[src/design/assert_macros.svh]
// ----------------------------------------------------------------------------
// assertion macros used by the validator top module
// ----------------------------------------------------------------------------
`ifndef ASSERT_MACROS_SVH
`define ASSERT_MACROS_SVH

// same-cycle implication, disabled while reset is asserted
`define ASSERT_IMPLY(label, clk, rst_n, ante, cons) \
  label: assert property (@(posedge clk) disable iff (!rst_n) (ante) |-> (cons)) \
    else $error("implication check failed");

// next-cycle implication, disabled while reset is asserted
`define ASSERT_NEXT(label, clk, rst_n, ante, cons) \
  label: assert property (@(posedge clk) disable iff (!rst_n) (ante) |=> (cons)) \
    else $error("next-cycle check failed");

`endif

[src/design/hrv_pkg.sv]
// ----------------------------------------------------------------------------
// hrv_pkg
// types, codes and character tables for the request head validator
// ----------------------------------------------------------------------------
`timescale 1ns / 1ps

package hrv_pkg;

  typedef enum logic [3:0] {
    PH_METHOD    = 4'd0,
    PH_TGT_FIRST = 4'd1,
    PH_TARGET    = 4'd2,
    PH_VERSION   = 4'd3,
    PH_HDR_FIRST = 4'd4,
    PH_HDR_START = 4'd5,
    PH_NAME      = 4'd6,
    PH_VALUE     = 4'd7,
    PH_END_LF    = 4'd8,
    PH_BODY      = 4'd9
  } hrv_phase_t;

  localparam logic [1:0] ST_INCOMPLETE = 2'd0;
  localparam logic [1:0] ST_COMPLETE   = 2'd1;
  localparam logic [1:0] ST_ERROR      = 2'd2;

  localparam logic [1:0] MC_NONE   = 2'd0;
  localparam logic [1:0] MC_GET    = 2'd1;
  localparam logic [1:0] MC_POST   = 2'd2;
  localparam logic [1:0] MC_DELETE = 2'd3;

  localparam logic [3:0] GET_LEN    = 4'd3;
  localparam logic [3:0] POST_LEN   = 4'd4;
  localparam logic [3:0] DELETE_LEN = 4'd6;
  localparam logic [3:0] VER_CR_POS = 4'd8;
  localparam logic [3:0] VER_LF_POS = 4'd9;

  localparam logic [2:0] HOST_FULL    = 3'd4;
  localparam logic [2:0] HOST_NOMATCH = 3'd5;

  localparam logic [7:0] CH_HT    = 8'h09;
  localparam logic [7:0] CH_LF    = 8'h0A;
  localparam logic [7:0] CH_CR    = 8'h0D;
  localparam logic [7:0] CH_SP    = 8'h20;
  localparam logic [7:0] CH_COLON = 8'h3A;
  localparam logic [7:0] CH_DEL   = 8'h7F;
  localparam logic [7:0] VCHAR_LO = 8'h21;

  typedef struct packed {
    hrv_phase_t phase;
    logic [2:0] method_match;
    logic [1:0] method_seen;
    logic [3:0] version_position;
    logic [2:0] host_match_position;
    logic       host_seen;
    logic       pending_cr;
    logic       error_flag;
  } hrv_state_t;

  localparam hrv_state_t STATE_RESET = '{
    phase: PH_METHOD, method_match: 3'd0, method_seen: MC_NONE,
    version_position: 4'd0, host_match_position: 3'd0,
    host_seen: 1'b0, pending_cr: 1'b0, error_flag: 1'b0
  };

  typedef struct packed {
    logic [1:0] status;
    logic [1:0] method_code;
    logic       target_valid;
    logic [7:0] target_byte;
    logic       head_done;
  } hrv_result_t;

  function automatic logic get_ok(logic [3:0] p, logic [7:0] c);
    logic [7:0] e;
    logic       v;
    v = 1'b1;
    case (p)
      4'd0:    e = 8'h47;
      4'd1:    e = 8'h45;
      4'd2:    e = 8'h54;
      default: begin e = 8'h00; v = 1'b0; end
    endcase
    return v && (c == e);
  endfunction

  function automatic logic post_ok(logic [3:0] p, logic [7:0] c);
    logic [7:0] e;
    logic       v;
    v = 1'b1;
    case (p)
      4'd0:    e = 8'h50;
      4'd1:    e = 8'h4F;
      4'd2:    e = 8'h53;
      4'd3:    e = 8'h54;
      default: begin e = 8'h00; v = 1'b0; end
    endcase
    return v && (c == e);
  endfunction

  function automatic logic delete_ok(logic [3:0] p, logic [7:0] c);
    logic [7:0] e;
    logic       v;
    v = 1'b1;
    case (p)
      4'd0:    e = 8'h44;
      4'd1:    e = 8'h45;
      4'd2:    e = 8'h4C;
      4'd3:    e = 8'h45;
      4'd4:    e = 8'h54;
      4'd5:    e = 8'h45;
      default: begin e = 8'h00; v = 1'b0; end
    endcase
    return v && (c == e);
  endfunction

  // "HTTP/1.1" for positions 0..7
  function automatic logic version_ok(logic [3:0] p, logic [7:0] c);
    logic [7:0] e;
    logic       v;
    v = 1'b1;
    case (p)
      4'd0:    e = 8'h48;
      4'd1:    e = 8'h54;
      4'd2:    e = 8'h54;
      4'd3:    e = 8'h50;
      4'd4:    e = 8'h2F;
      4'd5:    e = 8'h31;
      4'd6:    e = 8'h2E;
      4'd7:    e = 8'h31;
      default: begin e = 8'h00; v = 1'b0; end
    endcase
    return v && (c == e);
  endfunction

  // lower-case "host" for positions 0..3
  function automatic logic host_ok(logic [2:0] p, logic [7:0] c);
    logic [7:0] e;
    logic       v;
    v = 1'b1;
    case (p)
      3'd0:    e = 8'h68;
      3'd1:    e = 8'h6F;
      3'd2:    e = 8'h73;
      3'd3:    e = 8'h74;
      default: begin e = 8'h00; v = 1'b0; end
    endcase
    return v && (c == e);
  endfunction

  function automatic logic is_tchar(logic [7:0] c);
    logic r;
    case (c) inside
      [8'h30:8'h39], [8'h41:8'h5A], [8'h61:8'h7A],
      8'h21, 8'h23, 8'h24, 8'h25, 8'h26, 8'h27, 8'h2A, 8'h2B,
      8'h2D, 8'h2E, 8'h5E, 8'h5F, 8'h60, 8'h7C, 8'h7E: r = 1'b1;
      default: r = 1'b0;
    endcase
    return r;
  endfunction

  // HTAB, SP, VCHAR or obs-text
  function automatic logic is_value_char(logic [7:0] c);
    return (c == CH_SP) || (c == CH_HT) || ((c >= VCHAR_LO) && (c != CH_DEL));
  endfunction

endpackage

[src/design/hrv_in_if.sv]
// ----------------------------------------------------------------------------
// hrv_in_if
// byte stream channel into the validator
// ----------------------------------------------------------------------------
`timescale 1ns / 1ps

interface hrv_in_if;
  logic       valid;
  logic       ready;
  logic [7:0] data_byte;

  modport source (output valid, output data_byte, input ready);
  modport sink   (input valid, input data_byte, output ready);
endinterface

[src/design/hrv_out_if.sv]
// ----------------------------------------------------------------------------
// hrv_out_if
// per-byte result channel out of the validator
// ----------------------------------------------------------------------------
`timescale 1ns / 1ps

interface hrv_out_if;
  logic       valid;
  logic       ready;
  logic [1:0] status;
  logic [1:0] method_code;
  logic       target_valid;
  logic [7:0] target_byte;
  logic       head_done;

  modport source (output valid, output status, output method_code, output target_valid,
                  output target_byte, output head_done, input ready);
  modport sink   (input valid, input status, input method_code, input target_valid,
                  input target_byte, input head_done, output ready);
endinterface

[src/design/hrv_parse_step.sv]
// ----------------------------------------------------------------------------
// hrv_parse_step
// one byte of request head parsing: next parser state and the byte's result
// ----------------------------------------------------------------------------
`timescale 1ns / 1ps

module hrv_parse_step import hrv_pkg::*; (
  input  hrv_state_t  cur,
  input  logic [7:0]  data_byte,
  output hrv_state_t  nxt,
  output hrv_result_t res
);

  hrv_state_t  upd;
  logic        err;
  logic        tv;
  logic        done;
  logic [1:0]  st;
  logic [2:0]  m;
  logic [2:0]  m_new;
  logic [7:0]  lc;
  logic [2:0]  hp;
  logic [2:0]  host_step;

  always_comb begin
    m = (cur.version_position == 4'd0) ? 3'b111 : cur.method_match;
    m_new = m & {delete_ok(cur.version_position, data_byte),
                 post_ok(cur.version_position, data_byte),
                 get_ok(cur.version_position, data_byte)};
    lc = ((data_byte >= 8'h41) && (data_byte <= 8'h5A)) ? (data_byte + 8'h20) : data_byte;
    // a new header name restarts the host match
    hp = ((cur.phase == PH_HDR_FIRST) || (cur.phase == PH_HDR_START)) ?
         3'd0 : cur.host_match_position;
    host_step = ((hp < HOST_FULL) && host_ok(hp, lc)) ? (hp + 3'd1) : HOST_NOMATCH;
  end

  always_comb begin
    upd  = cur;
    err  = 1'b0;
    tv   = 1'b0;
    done = 1'b0;
    st   = ST_INCOMPLETE;
    unique case (cur.phase)
      PH_METHOD: begin
        if (data_byte == CH_SP) begin
          if (m[0] && (cur.version_position == GET_LEN)) begin
            upd.method_seen = MC_GET;
          end else if (m[1] && (cur.version_position == POST_LEN)) begin
            upd.method_seen = MC_POST;
          end else if (m[2] && (cur.version_position == DELETE_LEN)) begin
            upd.method_seen = MC_DELETE;
          end else begin
            err = 1'b1;
          end
          upd.phase = PH_TGT_FIRST;
          upd.version_position = 4'd0;
        end else if (m_new == 3'd0) begin
          err = 1'b1;
        end else begin
          upd.method_match = m_new;
          upd.version_position = cur.version_position + 4'd1;
        end
      end
      PH_TGT_FIRST, PH_TARGET: begin
        if (data_byte == CH_SP) begin
          if (cur.phase == PH_TGT_FIRST) begin
            err = 1'b1;
          end
          upd.phase = PH_VERSION;
          upd.version_position = 4'd0;
          upd.pending_cr = 1'b0;
        end else if ((data_byte == CH_LF) && cur.pending_cr) begin
          err = 1'b1;
        end else begin
          tv = 1'b1;
          upd.pending_cr = (data_byte == CH_CR);
          upd.phase = PH_TARGET;
        end
      end
      PH_VERSION: begin
        if (cur.version_position < VER_CR_POS) begin
          err = !version_ok(cur.version_position, data_byte);
        end else if (cur.version_position == VER_CR_POS) begin
          err = (data_byte != CH_CR);
        end else begin
          err = (data_byte != CH_LF);
        end
        if (cur.version_position >= VER_LF_POS) begin
          upd.phase = PH_HDR_FIRST;
          upd.version_position = 4'd0;
        end else begin
          upd.version_position = cur.version_position + 4'd1;
        end
      end
      PH_HDR_FIRST, PH_HDR_START: begin
        if ((data_byte == CH_CR) && (cur.phase == PH_HDR_START)) begin
          upd.phase = PH_END_LF;
        end else if (!is_tchar(data_byte)) begin
          err = 1'b1;
        end else begin
          upd.host_match_position = host_step;
          upd.phase = PH_NAME;
        end
      end
      PH_NAME: begin
        if (data_byte == CH_COLON) begin
          if (cur.host_match_position == HOST_FULL) begin
            upd.host_seen = 1'b1;
          end
          upd.pending_cr = 1'b0;
          upd.phase = PH_VALUE;
        end else if (is_tchar(data_byte)) begin
          upd.host_match_position = host_step;
        end else begin
          err = 1'b1;
        end
      end
      PH_VALUE: begin
        if (cur.pending_cr) begin
          if (data_byte == CH_LF) begin
            upd.pending_cr = 1'b0;
            upd.phase = PH_HDR_START;
          end else begin
            err = 1'b1;
          end
        end else if (data_byte == CH_CR) begin
          upd.pending_cr = 1'b1;
        end else if (!is_value_char(data_byte)) begin
          err = 1'b1;
        end
      end
      PH_END_LF: begin
        if ((data_byte == CH_LF) && cur.host_seen) begin
          done = 1'b1;
          upd.phase = PH_BODY;
        end else begin
          err = 1'b1;
        end
      end
      PH_BODY: begin
        st = ST_COMPLETE;
      end
      default: begin
        err = 1'b1;
      end
    endcase

    // an error leaves every field but the flag as it was
    if (cur.error_flag || err) begin
      nxt = cur;
      nxt.error_flag = 1'b1;
    end else begin
      nxt = upd;
    end

    if (nxt.error_flag) begin
      res.status       = ST_ERROR;
      res.target_valid = 1'b0;
      res.target_byte  = 8'h00;
      res.head_done    = 1'b0;
    end else begin
      res.status       = st;
      res.target_valid = tv;
      res.target_byte  = tv ? data_byte : 8'h00;
      res.head_done    = done;
    end
    res.method_code = nxt.method_seen;
  end

endmodule

[src/design/http_request_head_validator.sv]
// ----------------------------------------------------------------------------
// http_request_head_validator
// datapath: each byte passes the input register, then the result register; a stalled output holds it
// throughput: one byte per cycle while out_ch.ready holds; the parser state updates as a byte leaves the input register
// reset: synchronous active-low rst_n empties both registers and restarts at the method
// ----------------------------------------------------------------------------
`timescale 1ns / 1ps
`include "assert_macros.svh"

module http_request_head_validator import hrv_pkg::*; (
  input  logic       clk,
  input  logic       rst_n,
  hrv_in_if.sink     in_ch,
  hrv_out_if.source  out_ch
);

  logic        in_valid_r;
  logic [7:0]  in_byte_r;
  logic        out_valid_r;
  hrv_result_t res_r;
  hrv_state_t  state_r;
  hrv_state_t  state_nxt;
  hrv_result_t res_nxt;
  logic        advance;

  hrv_parse_step u_step (
    .cur       (state_r),
    .data_byte (in_byte_r),
    .nxt       (state_nxt),
    .res       (res_nxt)
  );

  // byte moves into the result register when that register is free or being drained
  assign advance     = in_valid_r && (!out_valid_r || out_ch.ready);
  assign in_ch.ready = !in_valid_r || advance;

  always_ff @(posedge clk) begin
    if (!rst_n) begin
      in_valid_r  <= 1'b0;
      out_valid_r <= 1'b0;
      state_r     <= STATE_RESET;
    end else begin
      if (in_ch.ready) begin
        in_valid_r <= in_ch.valid;
      end
      if (advance) begin
        out_valid_r <= 1'b1;
        state_r     <= state_nxt;
      end else if (out_ch.ready) begin
        out_valid_r <= 1'b0;
      end
    end
  end

  always_ff @(posedge clk) begin
    if (in_ch.valid && in_ch.ready) begin
      in_byte_r <= in_ch.data_byte;
    end
    if (advance) begin
      res_r <= res_nxt;
    end
  end

  assign out_ch.valid        = out_valid_r;
  assign out_ch.status       = res_r.status;
  assign out_ch.method_code  = res_r.method_code;
  assign out_ch.target_valid = res_r.target_valid;
  assign out_ch.target_byte  = res_r.target_byte;
  assign out_ch.head_done    = res_r.head_done;

  `ASSERT_NEXT(a_error_sticky, clk, rst_n, state_r.error_flag, state_r.error_flag)
  `ASSERT_IMPLY(a_done_clean, clk, rst_n, out_ch.valid && out_ch.head_done, (out_ch.status == ST_INCOMPLETE) && !out_ch.target_valid)
  `ASSERT_IMPLY(a_body_has_host, clk, rst_n, (state_r.phase == PH_BODY) && !state_r.error_flag, state_r.host_seen)
  `ASSERT_IMPLY(a_error_no_target, clk, rst_n, out_ch.valid && (out_ch.status == ST_ERROR), !out_ch.target_valid && !out_ch.head_done)

endmodule

[src/flat_wrapper.sv]
// flat-port wrapper written by rule: the top's interface ports become plain ports
module http_request_head_validator_flat import hrv_pkg::*;
  (clk, rst_n, in_ch_valid, in_ch_data_byte, in_ch_ready, out_ch_valid, out_ch_status, out_ch_method_code, out_ch_target_valid, out_ch_target_byte, out_ch_head_done, out_ch_ready);
  hrv_in_if in_ch_i ();
  hrv_out_if out_ch_i ();
  input  logic clk;
  input  logic rst_n;
  input wire logic [$bits(in_ch_i.valid)-1:0] in_ch_valid;
  input wire logic [$bits(in_ch_i.data_byte)-1:0] in_ch_data_byte;
  output wire logic [$bits(in_ch_i.ready)-1:0] in_ch_ready;
  output wire logic [$bits(out_ch_i.valid)-1:0] out_ch_valid;
  output wire logic [$bits(out_ch_i.status)-1:0] out_ch_status;
  output wire logic [$bits(out_ch_i.method_code)-1:0] out_ch_method_code;
  output wire logic [$bits(out_ch_i.target_valid)-1:0] out_ch_target_valid;
  output wire logic [$bits(out_ch_i.target_byte)-1:0] out_ch_target_byte;
  output wire logic [$bits(out_ch_i.head_done)-1:0] out_ch_head_done;
  input wire logic [$bits(out_ch_i.ready)-1:0] out_ch_ready;
  assign in_ch_i.valid = in_ch_valid;
  assign in_ch_i.data_byte = in_ch_data_byte;
  assign in_ch_ready = in_ch_i.ready;
  assign out_ch_valid = out_ch_i.valid;
  assign out_ch_status = out_ch_i.status;
  assign out_ch_method_code = out_ch_i.method_code;
  assign out_ch_target_valid = out_ch_i.target_valid;
  assign out_ch_target_byte = out_ch_i.target_byte;
  assign out_ch_head_done = out_ch_i.head_done;
  assign out_ch_i.ready = out_ch_ready;
  http_request_head_validator u_core (.clk(clk), .rst_n(rst_n), .in_ch(in_ch_i), .out_ch(out_ch_i));
endmodule
[config.mk]
export PLATFORM = sky130hd
export DESIGN_NAME = http_request_head_validator_flat
export DESIGN_NICKNAME = d
export VERILOG_FILES = /design/src/design/hrv_pkg.sv /design/src/design/hrv_in_if.sv /design/src/design/hrv_out_if.sv /design/src/design/hrv_parse_step.sv /design/src/design/http_request_head_validator.sv /design/src/flat_wrapper.sv
export VERILOG_INCLUDE_DIRS = /design/src /design/src/design
export SDC_FILE = /design/constraint.sdc
export NUM_CORES = 1
export LEC_CHECK = 0
export BUFFER_PORTS_ARGS = -buffer_cell sky130_fd_sc_hd__buf_2
export CORE_MARGIN = 2
export CORE_UTILIZATION = 55
export DETAILED_ROUTE_END_ITERATION = 8
export PLACE_DENSITY = 0.76
export SLEW_MARGIN = 20
export SYNTH_ARGS = -nofsm -noshare
export SYNTH_HDL_FRONTEND = slang
export SYNTH_SLANG_ARGS = --single-unit
export TNS_END_PERCENT = 50
[constraint.sdc]
create_clock -name clk -period 7.3 [get_ports clk]
set_clock_uncertainty 0.15 [all_clocks]
set_input_delay 1.095 -clock clk [delete_from_list [all_inputs] [get_ports clk]]
set_output_delay 1.095 -clock clk [all_outputs]
set_load 0.03 [all_outputs]
[Word level (Yosys, flattened, before mapping)]
Cells that the tools add are included.
Word-level totals
  register bits after elaboration: 43
  input bits: 12
  output and inout bits: 16
Cells by class
  $add $sub $neg: 3
  magnitude comparators: 10
  equal/unequal tests: 63
  multiplexer cells: 85
  bitwise logic cells: 6
  reduce and logical (&&, ||, !) cells: 55
Operators with widths (count)
  8-bit by 6-bit == test with 1-bit output (second input constant): 12
  7-bit case mux with 4 select lines: 3
  4-bit 2-to-1 mux: 14
  1-bit 2-to-1 mux: 44
  7-bit case mux with 6 select lines: 1
  8-bit by 7-bit == test with 1-bit output (second input constant): 5
  8-bit == test: 5
  4-bit by 3-bit == test with 1-bit output (second input constant): 8
  4-bit case mux with 7 select lines: 1
  8-bit by 4-bit == test with 1-bit output (second input constant): 3
  8-bit 2-to-1 mux: 3
  3-bit 2-to-1 mux: 7
  7-bit case mux with 3 select lines: 1
  2-bit != test (second input constant): 10
  5-bit AND reduction: 4
  1-bit logical AND: 18
  18-bit OR reduction: 1
  4-bit by 2-bit == test with 1-bit output (second input constant): 4
  8-bit by 6-bit greater-or-equal comparator with 1-bit output (second input constant): 2
  8-bit by 7-bit greater-or-equal comparator with 1-bit output (second input constant): 2
  8-bit by 7-bit less-or-equal comparator with 1-bit output (second input constant): 2
  8-bit by 4-bit != test with 1-bit output (second input constant): 2
  4-bit == test (second input constant): 3
  12-bit 2-to-1 mux: 1
  other kinds (35): 66

[Longest topological paths before layout]
  depth after elaboration: 14
  mapped depth: 14
  depth with buffers taken out: 13

[Modules after synthesis]
From an unflattened synthesis, not the netlist that was laid out.
Unflattened totals
  cells, all modules: 414
  area total of the unflattened synthesis: 3468.3 µm²
Modules (own cells, without submodules)
  hrv_parse_step: instances 1, cells each 301, area each 1959.4 µm²
  http_request_head_validator: instances 1, cells each 113, area each 1508.9 µm²

[Least setup slack after synthesis]
No wires, ideal clock.
  path type: reg-to-reg
  start: register u_core.state_r[6] (netlist name)
  end: register u_core.res_r (netlist bit u_core.out_ch.method_code[1]) (data pin)
  library setup time: 0.264 ns
  data arrival time: 2.355 ns
  data required time: 6.886 ns
  slack: 4.531 ns
  stages on the path, launching flop included: 14
  cell sequence: dfxtp_1 -> inv_1 -> ha_1 -> buf_2 -> o21ba_1 -> o221a_1 -> o22ai_1 -> and3_1 -> or4_1 -> and3_4 -> buf_6 -> buf_6 -> a31oi_1 -> a31oi_1
RTL lines
  start: declaration: line http_request_head_validator.sv:21  | hrv_state_t state_r;
  start signal: assignment: line http_request_head_validator.sv:48  | state_r <= state_nxt;
  end signal: assignment: line http_request_head_validator.sv:60  | res_r <= res_nxt;
  end: declaration: line http_request_head_validator.sv:20  | hrv_result_t res_r;

==> results.py <==
metrics = {
    "run_status": {
        "result_of_the_run": "completed",
    },
    "timing": {
        "slew_viol_final": 0,
        "report.final.setup_viol": 0,
        "period_minus_slack_ps": 3360,
        "max_slew.worst_pin.slew_ps": 803,
        "final_hold_viol_count": 0,
        "postLayoutSetupSlackWorst_ps": 3940,
        "achievable-frequency_mhz": 297,
        "timing.slew.headroom_pct": 46.1,
        "unrepaired_setup_endpoints_after_global_routing": "false",
        "layout_worst_path_cycle_share_pct": 46.1,
        "final.setup.tns_ps": 0,
    },
    "clock_network": {
        "post_cts.resized_instances": 0,
        "clock_insertion_delay_worst_skew_ps": 300,
        "ctsHtreeMaxLevel": 2,
        "path_clk_slew_ps": 80,
        "cts_max_path_buffers": 2,
        "cts_tree": "done",
        "tritoncts.num_buffers": 5,
        "cts_setup_buffers": 0,
        "clockRootBuffer": "sky130_fd_sc_hd__clkbuf_8",
        "postCtsHoldBufs": 0,
        "cts.sink_count": 43,
    },
    "grt": {
        "antenna_found_initial": 0,
        "gr_overflow_total": 0,
        "total_routing_resource_utilization_after_global_routing_pct": 24.3,
        "grt_max_degree": 24,
        "first_pass_grt_wire_length_microns": 12600,
        "grt_pass1_vias": 2576,
    },
    "synthesis": {
        "yosys.area.top_type_share_pct": 19.7,
        "synth_ff_type": "sky130_fd_sc_hd__edfxtp_1",
        "yosysWarningCount": 0,
        "mean_cell_area_of_the_mapped_netlist_sq_um": 8.59,
        "ys_seq_elements": 43,
        "synth_largest_area_cell": "sky130_fd_sc_hd__edfxtp_1",
        "synth.cell_area_sq_mm": 0.00335,
        "synth_seq_area_share_pct": 32.3,
        "post_synth_num_cell_types": 80,
        "post_synth_inst_count": 390,
        "share_of_synthesized_registers_carrying_an_async_set_or_reset_pct": 0,
        "postSynthNetCount": 413,
        "ys_top_cells_by_area": "sky130_fd_sc_hd__edfxtp_1 (20%), sky130_fd_sc_hd__dfxtp_1 (13%), sky130_fd_sc_hd__nand2_1 (4.6%), sky130_fd_sc_hd__ha_1 (4.1%), sky130_fd_sc_hd__a21oi_1 (4.0%)",
        "synth_enable_flop_cells": 22,
    },
    "final_layout": {
        "share_of_post_route_cells_with_drive_strength_above_1_pct": 16.2,
        "areaGrowthSynthToFinish_pct": 4.56,
        "diodes": 0,
        "finish.net_count": 417,
        "layout.core_utilization_pct": 59.2,
    },
    "worst_hold_path": {
        "worst_hold_path_type": "register to register",
    },
    "drt": {
        "drt_pre_antenna_iters": 5,
        "routed_wl_microns": 7540,
        "detailroute.via_count": 2938,
        "post_drt_via_cell_ratio": 6.25,
        "drc_errors": 0,
        "iteration_0_drc_count_of_the_detailed_router": 325,
        "drt-wirelength-per-cell_microns": 16.0,
        "antenna_violating_nets_post_route": 0,
    },
    "placement": {
        "finalWeightedCongestion": 0.920,
        "pre_cts_ws_ps": 4010,
        "detailed_place_hpwl_microns": 5470,
        "io_buffers": 27,
    },
    "floorplanning": {
        "design.portCount": 28,
        "core_region_area_sq_mm": 0.00592,
        "die_height_microns": 82.1,
        "std_cell_rows": 28,
        "initial_core_util_pct": 56.6,
        "die_area_sq_mm": 0.00673,
        "die_x_microns": 82.1,
    },
    "flow_run": {
        "cap_violations": 0,
    },
    "critical_path": {
        "timing_worst_setup_path_type": "register to register",
        "cp.arrival_ps": 3380,
        "cp.required_ps": 7310,
        "cp_max_fo": 21,
        "cp-start-kind": "register",
        "cpPeakStageDelay_ps": 850,
        "crit_path_cell_trace": "nand2_1 > o31a_1 > nor4_2 > or4_1 > and3_4 > inv_2 > nor3b_4 > and2_1",
        "cpMaxStageDelayCell": "sky130_fd_sc_hd__edfxtp_1",
        "setup_crit_end_kind": "register",
        "setup.reg_to_reg.worst_slack_ps": 3940,
    },
    "pwr": {
        "ir_drop_uv": 84.6,
        "power.density_mw_per_mm2": 144,
        "total_power_mw": 0.504,
        "power.leakage_nw": 1.29,
    },
}
## per-stage QoR
| step | instance area (sq um) | cells | hold WS (ps) |
|---|---|---|---|
| 4_1_cts | 3500 | 470 | 344 |
| 5_1_grt | 3500 | 470 | 368 |
| 2_1_floorplan | 3350 | 390 | 297 |
| 3_5_place_dp | 3400 | 462 | 331 |
| 3_3_place_gp | 3400 | 462 | 329 |
| 6_report | 3500 | 470 | 340 |
## worst max-delay path, delay by kind of cell (launching register included)
kind	cells	cell delay, ps
AND/OR/NAND/NOR	6	1770
buffers and inverters	1	100
AO/OA/AOI/OAI	1	350
flip-flops	1	850
## synthesized netlist by cell type, types with 3 or more instances
cell type / number
sky130_fd_sc_hd__nor4_1: 4
sky130_fd_sc_hd__and3_1: 6
sky130_fd_sc_hd__a41o_1: 3
sky130_fd_sc_hd__a31oi_1: 7
sky130_fd_sc_hd__a21boi_0: 3
sky130_fd_sc_hd__dfxtp_1: 21
sky130_fd_sc_hd__nand4_1: 3
sky130_fd_sc_hd__a211o_1: 3
sky130_fd_sc_hd__nor3_1: 10
sky130_fd_sc_hd__o21ai_0: 13
sky130_fd_sc_hd__xor2_1: 5
sky130_fd_sc_hd__nand2b_1: 12
sky130_fd_sc_hd__a21oi_1: 27
sky130_fd_sc_hd__buf_6: 7
sky130_fd_sc_hd__buf_2: 12
sky130_fd_sc_hd__ha_1: 11
sky130_fd_sc_hd__edfxtp_1: 22
sky130_fd_sc_hd__o22ai_1: 5
sky130_fd_sc_hd__nor2_1: 35
sky130_fd_sc_hd__clkbuf_1: 9
sky130_fd_sc_hd__nand2_1: 41
sky130_fd_sc_hd__inv_1: 13
sky130_fd_sc_hd__o21a_1: 4
sky130_fd_sc_hd__a311oi_1: 3
sky130_fd_sc_hd__and2_1: 11
sky130_fd_sc_hd__xnor2_1: 5
sky130_fd_sc_hd__nand3_1: 7
sky130_fd_sc_hd__nor2b_1: 4
sky130_fd_sc_hd__nor3b_1: 3
sky130_fd_sc_hd__or2_2: 6
sky130_fd_sc_hd__mux2i_1: 9
sky130_fd_sc_hd__and4_1: 3
## report_power, final
| group | total, mW | switching, mW | internal [mW] | leakage (nW) |
|---|---|---|---|---|
| clock network | 0.181 | 0.0811 | 0.100 | 0.0556 |
| logic | 0.0492 | 0.0308 | 0.0184 | 0.862 |
| registers | 0.273 | 0.0130 | 0.260 | 0.374 |
## cells in the final DEF (no fill, tap or decap), types with 3 or more instances in the layout
cell type	netlist	routed
sky130_fd_sc_hd__nand2_1	41	41
sky130_fd_sc_hd__nor2_1	35	35
sky130_fd_sc_hd__a21oi_1	27	27
sky130_fd_sc_hd__buf_2	12	27
sky130_fd_sc_hd__edfxtp_1	22	22
sky130_fd_sc_hd__dfxtp_1	21	21
sky130_fd_sc_hd__o21ai_0	13	13
sky130_fd_sc_hd__inv_1	13	13
sky130_fd_sc_hd__nand2b_1	12	12
sky130_fd_sc_hd__and2_1	11	11
sky130_fd_sc_hd__ha_1	11	11
sky130_fd_sc_hd__nor3_1	10	10
sky130_fd_sc_hd__mux2i_1	9	9
sky130_fd_sc_hd__nand3_1	7	7
sky130_fd_sc_hd__a31oi_1	7	7
sky130_fd_sc_hd__and3_1	6	6
sky130_fd_sc_hd__or2_2	6	6
sky130_fd_sc_hd__xor2_1	5	5
sky130_fd_sc_hd__o22ai_1	5	5
sky130_fd_sc_hd__xnor2_1	5	5
sky130_fd_sc_hd__clkbuf_8	0	5
sky130_fd_sc_hd__nor2b_1	4	4
sky130_fd_sc_hd__o21a_1	4	4
sky130_fd_sc_hd__nor4_1	4	4
sky130_fd_sc_hd__a21boi_0	3	3
sky130_fd_sc_hd__nor3b_1	3	3
sky130_fd_sc_hd__nand4_1	3	3
sky130_fd_sc_hd__a311oi_1	3	3
sky130_fd_sc_hd__a211o_1	3	3
sky130_fd_sc_hd__a41o_1	3	3
sky130_fd_sc_hd__and4_1	3	3
## layer usage
layer	routed length [microns]	share of wire (%)	GRT usage, %	vias to the layer above
met4	179	2.4	7.50	0
met5	0	0	0	-
met2	3320	44	38.4	141
li1	-	-	-	1429
met3	558	7.4	3.52	18
met1	3490	46	34.2	1350
## kinds of logic after synthesis
family | Yosys count | share of synthesized area [%]
simple gates | 171 | 29.6
compound gates | 100 | 21.2
buf+inv | 45 | 7.17
flops | 43 | 32.3
fa+ha+maj | 11 | 4.11
xor+xnor | 10 | 2.61
mux | 10 | 3.02
## state kept, by name, summed over array words and instances, names as in the netlist
| signal | count |
|---|---|
| u_core.out_ch.target_byte | 8 |
| u_core.out_ch.head_done | 1 |
| u_core.in_byte_r | 8 |
| u_core.out_ch.method_code | 2 |
| u_core.state_r | 19 |
| u_core.out_ch.status | 2 |
| u_core.out_ch.target_valid | 1 |
| u_core.in_valid_r | 1 |
| u_core.out_ch.valid | 1 |
## layout make-up
| cell class | instances | area (sq um) |
|---|---|---|
| Clock buffer | 5 | 68.8 |
| Clock inverter | 3 | 38.8 |
| Fill cell | 530 | 2420 |
| Inverter | 15 | 56.3 |
| Multi-Input combinational cell | 302 | 2030 |
| Sequential cell | 43 | 1080 |
| Tap cell | 75 | 93.8 |
| Timing Repair Buffer | 27 | 135 |
## worst paths after layout
path	from	end	depth (start not counted)
max	u_core.in_byte_r[1]	u_core.out_ch.target_byte[4]	8
min	u_core.state_r[12]	u_core.state_r[12]	2
max reg2reg	u_core.in_byte_r[1]	u_core.out_ch.target_byte[4]	8
min reg2reg	u_core.state_r[12]	u_core.state_r[12]	2
(Power assumes the default switching activity.)
